## src/design/mrb_pkg.sv

```systemverilog
// shared codes, widths and controller/datapath interface structs
// for the register bank; no dependencies
package mrb_pkg;

    localparam logic [1:0] CMD_READ   = 2'd0;
    localparam logic [1:0] CMD_WRITE1 = 2'd1;
    localparam logic [1:0] CMD_WRITEM = 2'd2;

    localparam logic [1:0] TBL_COIL = 2'd0;
    localparam logic [1:0] TBL_DISC = 2'd1;
    localparam logic [1:0] TBL_IREG = 2'd2;
    localparam logic [1:0] TBL_HOLD = 2'd3;

    localparam logic [1:0] ST_OK    = 2'd0;
    localparam logic [1:0] ST_ADDR  = 2'd1;
    localparam logic [1:0] ST_VALUE = 2'd2;

    localparam logic [1:0] CFG_COIL_SIZE = 2'd0;
    localparam logic [1:0] CFG_DISC_SIZE = 2'd1;
    localparam logic [1:0] CFG_IREG_SIZE = 2'd2;
    localparam logic [1:0] CFG_HOLD_SIZE = 2'd3;

    localparam int CFG_W  = 12;
    localparam int SIZE_W = 17;

    localparam logic [15:0] COIL_ON  = 16'hFF00;
    localparam logic [15:0] COIL_OFF = 16'h0000;

    typedef struct packed {
        logic       load;
        logic       run_cancel;
        logic       run_open;
        logic       run_write;
        logic       run_advance;
        logic       wr_single;
        logic       elem_clear;
        logic       elem_inc;
        logic       rd_capture;
        logic       out_load;
        logic [1:0] out_status;
        logic       out_word;
        logic       out_last;
    } t_ctl_cmd;

    typedef struct packed {
        logic [1:0] cmd;
        logic [1:0] read_err;
        logic [1:0] wr1_err;
        logic       run_open;
        logic       open_zero;
        logic       take_last;
        logic       run_last;
        logic [1:0] run_err;
        logic       elem_last;
        logic       word_end;
        logic       clearing;
    } t_dp_stat;

endpackage

```

## src/design/mrb_ctrl.sv

```systemverilog
// controller state machine: sequences request decode, element loops
// and result handoff; uses mrb_pkg
module mrb_ctrl import mrb_pkg::*; (
    input  logic     i_clk,
    input  logic     i_rst_n,
    input  logic     i_valid,
    output logic     o_stall,
    output logic     o_valid,
    input  logic     i_stall,
    input  t_dp_stat i_stat,
    output t_ctl_cmd o_cmd
);

    localparam logic [2:0] S_IDLE    = 3'd0;
    localparam logic [2:0] S_CHECK   = 3'd1;
    localparam logic [2:0] S_RUN     = 3'd2;
    localparam logic [2:0] S_RD_ADDR = 3'd3;
    localparam logic [2:0] S_RD_DATA = 3'd4;
    localparam logic [2:0] S_OUT     = 3'd5;

    logic [2:0] r_state, n_state;
    logic       r_more, n_more;
    logic       ready;

    assign ready   = (r_state == S_IDLE) && !i_stat.clearing;
    assign o_stall = !ready;
    assign o_valid = (r_state == S_OUT);

    always_comb begin
        n_state = r_state;
        n_more  = r_more;
        o_cmd   = '0;
        case (r_state)
            S_IDLE: begin
                if (i_valid && ready) begin
                    o_cmd.load = 1'b1;
                    n_state    = S_CHECK;
                end
            end
            S_CHECK: begin
                n_more = 1'b0;
                case (i_stat.cmd)
                    CMD_READ: begin
                        o_cmd.run_cancel = 1'b1;
                        if (i_stat.read_err != ST_OK) begin
                            o_cmd.out_load   = 1'b1;
                            o_cmd.out_status = i_stat.read_err;
                            o_cmd.out_last   = 1'b1;
                            n_state          = S_OUT;
                        end else begin
                            o_cmd.elem_clear = 1'b1;
                            n_state          = S_RD_ADDR;
                        end
                    end
                    CMD_WRITE1: begin
                        o_cmd.run_cancel = 1'b1;
                        o_cmd.wr_single  = (i_stat.wr1_err == ST_OK);
                        o_cmd.out_load   = 1'b1;
                        o_cmd.out_status = i_stat.wr1_err;
                        o_cmd.out_last   = 1'b1;
                        n_state          = S_OUT;
                    end
                    CMD_WRITEM: begin
                        if (i_stat.open_zero) begin
                            o_cmd.out_load   = 1'b1;
                            o_cmd.out_status = ST_VALUE;
                            o_cmd.out_last   = 1'b1;
                            n_state          = S_OUT;
                        end else begin
                            o_cmd.run_open   = i_stat.run_open;
                            o_cmd.elem_clear = 1'b1;
                            n_state          = S_RUN;
                        end
                    end
                    default: begin
                        o_cmd.out_load   = 1'b1;
                        o_cmd.out_status = ST_VALUE;
                        o_cmd.out_last   = 1'b1;
                        n_state          = S_OUT;
                    end
                endcase
            end
            S_RUN: begin
                o_cmd.run_write = 1'b1;
                if (i_stat.take_last) begin
                    o_cmd.run_advance = 1'b1;
                    o_cmd.out_load    = 1'b1;
                    o_cmd.out_status  = i_stat.run_err;
                    o_cmd.out_last    = i_stat.run_last;
                    n_state           = S_OUT;
                end else begin
                    o_cmd.elem_inc = 1'b1;
                end
            end
            S_RD_ADDR: begin
                n_state = S_RD_DATA;
            end
            S_RD_DATA: begin
                o_cmd.rd_capture = 1'b1;
                o_cmd.elem_inc   = 1'b1;
                if (i_stat.word_end || i_stat.elem_last) begin
                    o_cmd.out_load   = 1'b1;
                    o_cmd.out_status = ST_OK;
                    o_cmd.out_word   = 1'b1;
                    o_cmd.out_last   = i_stat.elem_last;
                    n_more           = !i_stat.elem_last;
                    n_state          = S_OUT;
                end else begin
                    n_state = S_RD_ADDR;
                end
            end
            S_OUT: begin
                if (!i_stall) begin
                    n_state = r_more ? S_RD_ADDR : S_IDLE;
                end
            end
            default: begin
                n_state = S_IDLE;
            end
        endcase
    end

    always_ff @(posedge i_clk) begin
        if (!i_rst_n) begin
            r_state <= S_IDLE;
            r_more  <= 1'b0;
        end else begin
            r_state <= n_state;
            r_more  <= n_more;
        end
    end

endmodule

```

## config.mk

```make
export PLATFORM = sky130hd
export DESIGN_NAME = mrb_ctrl
export DESIGN_NICKNAME = d
export VERILOG_FILES = /design/src/design/mrb_pkg.sv /design/src/design/mrb_ctrl.sv
export SDC_FILE = /design/constraint.sdc
export NUM_CORES = 1
export LEC_CHECK = 0
export ABC_CLOCK_PERIOD_IN_PS = 3600
export BUFFER_PORTS_ARGS = -buffer_cell sky130_fd_sc_hd__buf_2
export CAP_MARGIN = 20
export CORE_AREA = 2 2 39 41
export DETAILED_ROUTE_END_ITERATION = 10
export DIE_AREA = 0 0 41 43
export GPL_TIMING_DRIVEN = 1
export PLACE_DENSITY = 0.78
export SLEW_MARGIN = 20
export SYNTH_ARGS = -nofsm -noshare
export SYNTH_HDL_FRONTEND = slang
export SYNTH_SLANG_ARGS = --single-unit
```

## constraint.sdc

```tcl
create_clock -name i_clk -period 3.6 [get_ports i_clk]
set_input_delay 0.18 -clock i_clk [delete_from_list [all_inputs] [get_ports i_clk]]
set_output_delay 0.18 -clock i_clk [all_outputs]
set_load 0.02 [all_outputs]
```

# ---- Word level (Yosys, flattened, before mapping)
# Index checks and enable logic that the tools add are counted.
dict set report word_totals {
  wordCells 66
  input_bits 19
  reg_bits 4
}
dict set report classes {
  reduce_logical 14
  muxes 39
  eq_ne 11
}
# op count
set op_table {}
lappend op_table {{$mux 3} 9}
lappend op_table {{$pmux 3 s3} 2}
lappend op_table {{$pmux 3 s6} 1}
lappend op_table {{$mux 1} 16}
lappend op_table {{$mux 2} 4}
lappend op_table {{$pmux 1 s2} 4}
lappend op_table {{$eq 3x2->1 const B} 2}
lappend op_table {{$eq 3x3->1 const B} 2}
lappend op_table {{$ne 2x2->1 const B} 3}
lappend op_table {{$pmux 3 s2} 1}
lappend op_table {{$mux 5} 1}
lappend op_table {{$logic_not 2->1} 2}
lappend op_table {{$reduce_bool 2->1} 2}
lappend op_table {{$eq 3x1->1 const B} 1}
lappend op_table {{$logic_not 1->1} 3}
lappend op_table {{$logic_not 3->1} 1}
lappend op_table {{$pmux 1 s3} 1}
lappend op_table {{$reduce_and 3->1} 1}
lappend op_table {{$eq 2x1->1 const B} 1}
lappend op_table {{$eq 2x2->1 const B} 1}
lappend op_table {{$logic_and 1x1->1} 2}
lappend op_table {{$ne 2x1->1 const B} 1}
lappend op_table {{$reduce_and 2->1} 1}
lappend op_table {{$reduce_or 2->1} 1}
lappend op_table {{$logic_or 1x1->1} 1}

# ---- Logic depth before layout (Yosys ltp)
dict set report depth {
  ltp_word 5
  depth_mapped 5
}

# ---- Worst setup path after synthesis
# OpenSTA, ideal clock, no wires.
dict set report synth_path {
  path_type {flip-flop to output port}
  from {register r_state[1]}
  to {output port o_cmd[4] (netlist bit)}
  t_required_ns 3.420
  stages_incl_launch_ff 5
  n_path_buf 1
  arrival_time_ns 1.700
  path_slack_ns 1.720
  path_cell_list {dfxtp_1 buf_2 nor3b_2 nor2b_1 or3_1}
}
# element line
set synth_lines {}
lappend synth_lines {{start, declared} mrb_ctrl.sv:21} ;# logic [2:0] r_state, n_state;
lappend synth_lines {{start signal, assigned} mrb_ctrl.sv:128} ;# r_state <= n_state;
lappend synth_lines {{end, declared} mrb_ctrl.sv:11} ;# output t_ctl_cmd o_cmd

==> flow_metrics.py <==
metrics = {
    "setup_path": {
        "crit_type": "reg2out",
        "worstReg2RegStart": "r_state[1]",
        "startpoint_type": "flip-flop",
        "path_cells": "or3b_1, or2_4, nor4b_4, buf_2",
        "crit_arrival_ns": 1.79,
        "cp.required_ns": 3.42,
        "critPathTopFamily": "simple AND/OR/NAND/NOR gates",
        "setup.worst_path.start": "r_state[1]",
        "crit_buf_inv": 1,
        "critical_path_peak_fanout": 12,
        "crit_path_max_incr_delay_ns": 0.48,
        "crit_path_top_delay_cell": "or3b_1",
        "end_kind": "output port",
    },
    "sta": {
        "period_needed_ns": 1.97,
        "tns_ns": 0,
        "finClkSkew_ns": 0.00102,
        "max_freq_mhz": 508,
        "worstMarginPinSlew_ns": 0.506,
        "finalSetupViolCount": 0,
        "hold_violations": 0,
        "final_max_slew_viol_count": 0,
        "rsz0062_at_grt": "no",
        "slew_headroom_pct": 65.7,
        "period_share_pct": 54.7,
    },
    "final_layout": {
        "layout_commonest_cell": "buf_2",
        "nFillCells": 144,
        "diodes": 0,
        "layout-drive-gt1-share_pct": 46.3,
        "final_net_count": 116,
        "mostFrequentLayoutCells": "buf_2 (34), nor2_1 (8), nand2_1 (8), o21ai_0 (4), dfxtp_1 (4)",
        "final_area_um2": 634,
        "syn_to_final_growth_pct": 45.7,
        "stdcell_count": 111,
    },
    "power_and_ir_drop": {
        "vdd_ir_drop_max_mv": 0.228,
        "p_int_mw": 0.224,
        "p_leak_nw": 0.353,
        "pwr-share-comb_pct": 68.5,
        "total_power_mw": 0.451,
        "cellPowerDensity_mw_per_mm2": 711,
        "power.share.clock_pct": 11.9,
        "switching_share_pct": 50.3,
        "seq_power_share_pct": 19.6,
        "switching_power_mw": 0.227,
    },
    "clock_tree": {
        "cts_resized": 0,
        "cts_tree": "built",
        "numCtsBuffers": 3,
        "clockBufferDepth": 2,
        "clk-insertion-delay-late_ns": 0.23,
        "htreeDepth": 1,
        "postCtsHoldBufs": 0,
        "clk_pin_slew_ns": 0.03,
        "clock-root-buffer": "clkbuf_4",
        "cts_setup_buffers": 0,
        "cts_sinks": 4,
    },
    "detailed_routing": {
        "ant_nets": 0,
        "drc_errors": 0,
        "routed_wl_um": 1240,
        "vias": 557,
        "initialDrtViolationCount": 4,
        "dr.pass1.iters": 3,
        "viasPerCell": 5.02,
        "post_drt_wl_per_cell_um": 11.2,
    },
    "grt": {
        "grt_pass1_vias": 487,
        "antenna_found_initial": 0,
        "grt.total_usage_pct": 15.0,
        "grt_overflow": 0,
        "grt_pass1_wl_um": 1790,
        "grt_max_degree": 13,
    },
    "floorplan": {
        "io_pins": 35,
        "fp.dieArea_mm2": 0.00176,
        "start_util_pct": 31.5,
        "die_x_um": 41,
        "rows": 14,
        "die_height_um": 43,
        "coreArea_mm2": 0.00138,
    },
    "hold_path": {
        "worstHoldStart": "i_stat[2]",
        "min_path_type": "in2reg",
    },
    "yosys": {
        "netlist_area_um2": 435,
        "yosys.area.top_type": "dfxtp_1",
        "yosysTopAreaCellShare_pct": 18.4,
        "yosysSeqAreaShare_pct": 18.4,
        "synth_cell_types": 34,
        "syn_nets": 80,
        "avgSynthCellArea_um2": 7.14,
        "yosysWarnings": 0,
        "synthCells": 61,
        "ys_top_cells_by_area": "dfxtp_1 (18%), nand2_1 (6.9%), nor2_1 (6.9%), nor4b_4 (5.5%), o21ai_0 (4.6%)",
        "synth-seq-cells": 4,
    },
    "status": {
        "status": "completed",
    },
    "place": {
        "portBuffers": 34,
        "placed_cells": 108,
        "dp_hpwl_um": 1010,
        "gp_congestion": 0.835,
        "placed_cell_area_um2": 612,
    },
    "flow_run": {
        "cap_viol_max_count": 0,
    },
}
-- sequential cells by signal (all words and copies together), names as in the netlist --
| register | cells |
|---|---|
| r_state | 3 |
| r_more | 1 |
-- power by group through the flow --
| stage | Clock [mW] | Sequential, mW | Combinational [mW] |
|---|---|---|---|
| after global placement | 0 | 0.0877 | 0.308 |
| final | 0.0535 | 0.0885 | 0.309 |
| after floorplan | 0 | 0.0741 | 0.241 |
| after global routing | 0.0569 | 0.0940 | 0.340 |
| after CTS | 0.0569 | 0.0880 | 0.313 |
| after detailed placement | 0 | 0.0890 | 0.310 |
-- final timing paths --
check,cells past startpoint,end,slack [ns]
setup / recovery,4,o_cmd[8],1.63
hold / removal,2,r_more,0.19
setup reg to reg,3,r_state[1],2.15
hold reg to reg,2,r_more,0.56
-- cell type report --
cell class	count	area (um2)	area share [%]
clock buffers	3	22.5	3.55
multi-input cells	51	330	52.1
inverters	3	11.3	1.78
repair buffers	34	170	26.8
flip-flops and latches	4	80.1	12.6
well taps	16	20.0	3.16
-- through the flow --
stage / hold slack [ns] / setup slack [ns] / utilization (%)
after floorplan: 0.271 / 1.72 / -
after global placement: 0.400 / 1.92 / 44.2
after detailed placement: 0.424 / 1.87 / 44.2
after CTS: 0.178 / 1.62 / 45.8
after global routing: 0.195 / 1.54 / 45.8
final: 0.190 / 1.63 / 45.8
-- synth_stat cells --
library cell and n:
nor3b_2 1, o22ai_1 1, or2_4 1, nand3_1 2
a21o_1 1, or3b_1 1, nor2_1 8, nand2_1 8
buf_2 2, nor4_1 1, o21a_1 1, nor4b_4 1
mux2i_1 1, inv_1 3, o21ai_1 1, a211oi_1 1
nand3b_1 1, a21boi_0 1, a221o_1 1, o311ai_1 1
nor3b_1 1, o221a_2 1, nor3_2 1, and3b_2 1
mux2_2 1, nor2b_1 1, dfxtp_1 4, nor3_1 1
or3_1 1, clkbuf_1 1, and3_1 2, a21oi_1 2
and2_1 2, o21ai_0 4
-- worst register-to-register path, stage by stage (launching register included) --
cell,delay [ns]
dfxtp_1,0.39
o311ai_1,0.53
nand3_1,0.15
o221a_2,0.28
-- per-layer routing --
metal / global-route usage [%] / vias to the layer above / part of all wire [%]
li1: - / 289 / -
met5: 0 / - / 0
met1: 14.8 / 248 / 39
met3: 1.57 / 0 / 7.5
met4: 10.0 / 0 / 0
met2: 26.6 / 20 / 54
-- cell families (layout without fill, tap and decap cells) --
logic type | Yosys count | count (layout) | synth area share [%]
multiplexers | 2 | 2 | 4.88
buffers and inverters | 6 | 40 | 5.75
AND/OR/NAND/NOR | 34 | 34 | 47.7
flip-flops | 4 | 4 | 18.4
AO/OA/AOI/OAI | 15 | 15 | 23.3
(Power assumes the default switching activity.)
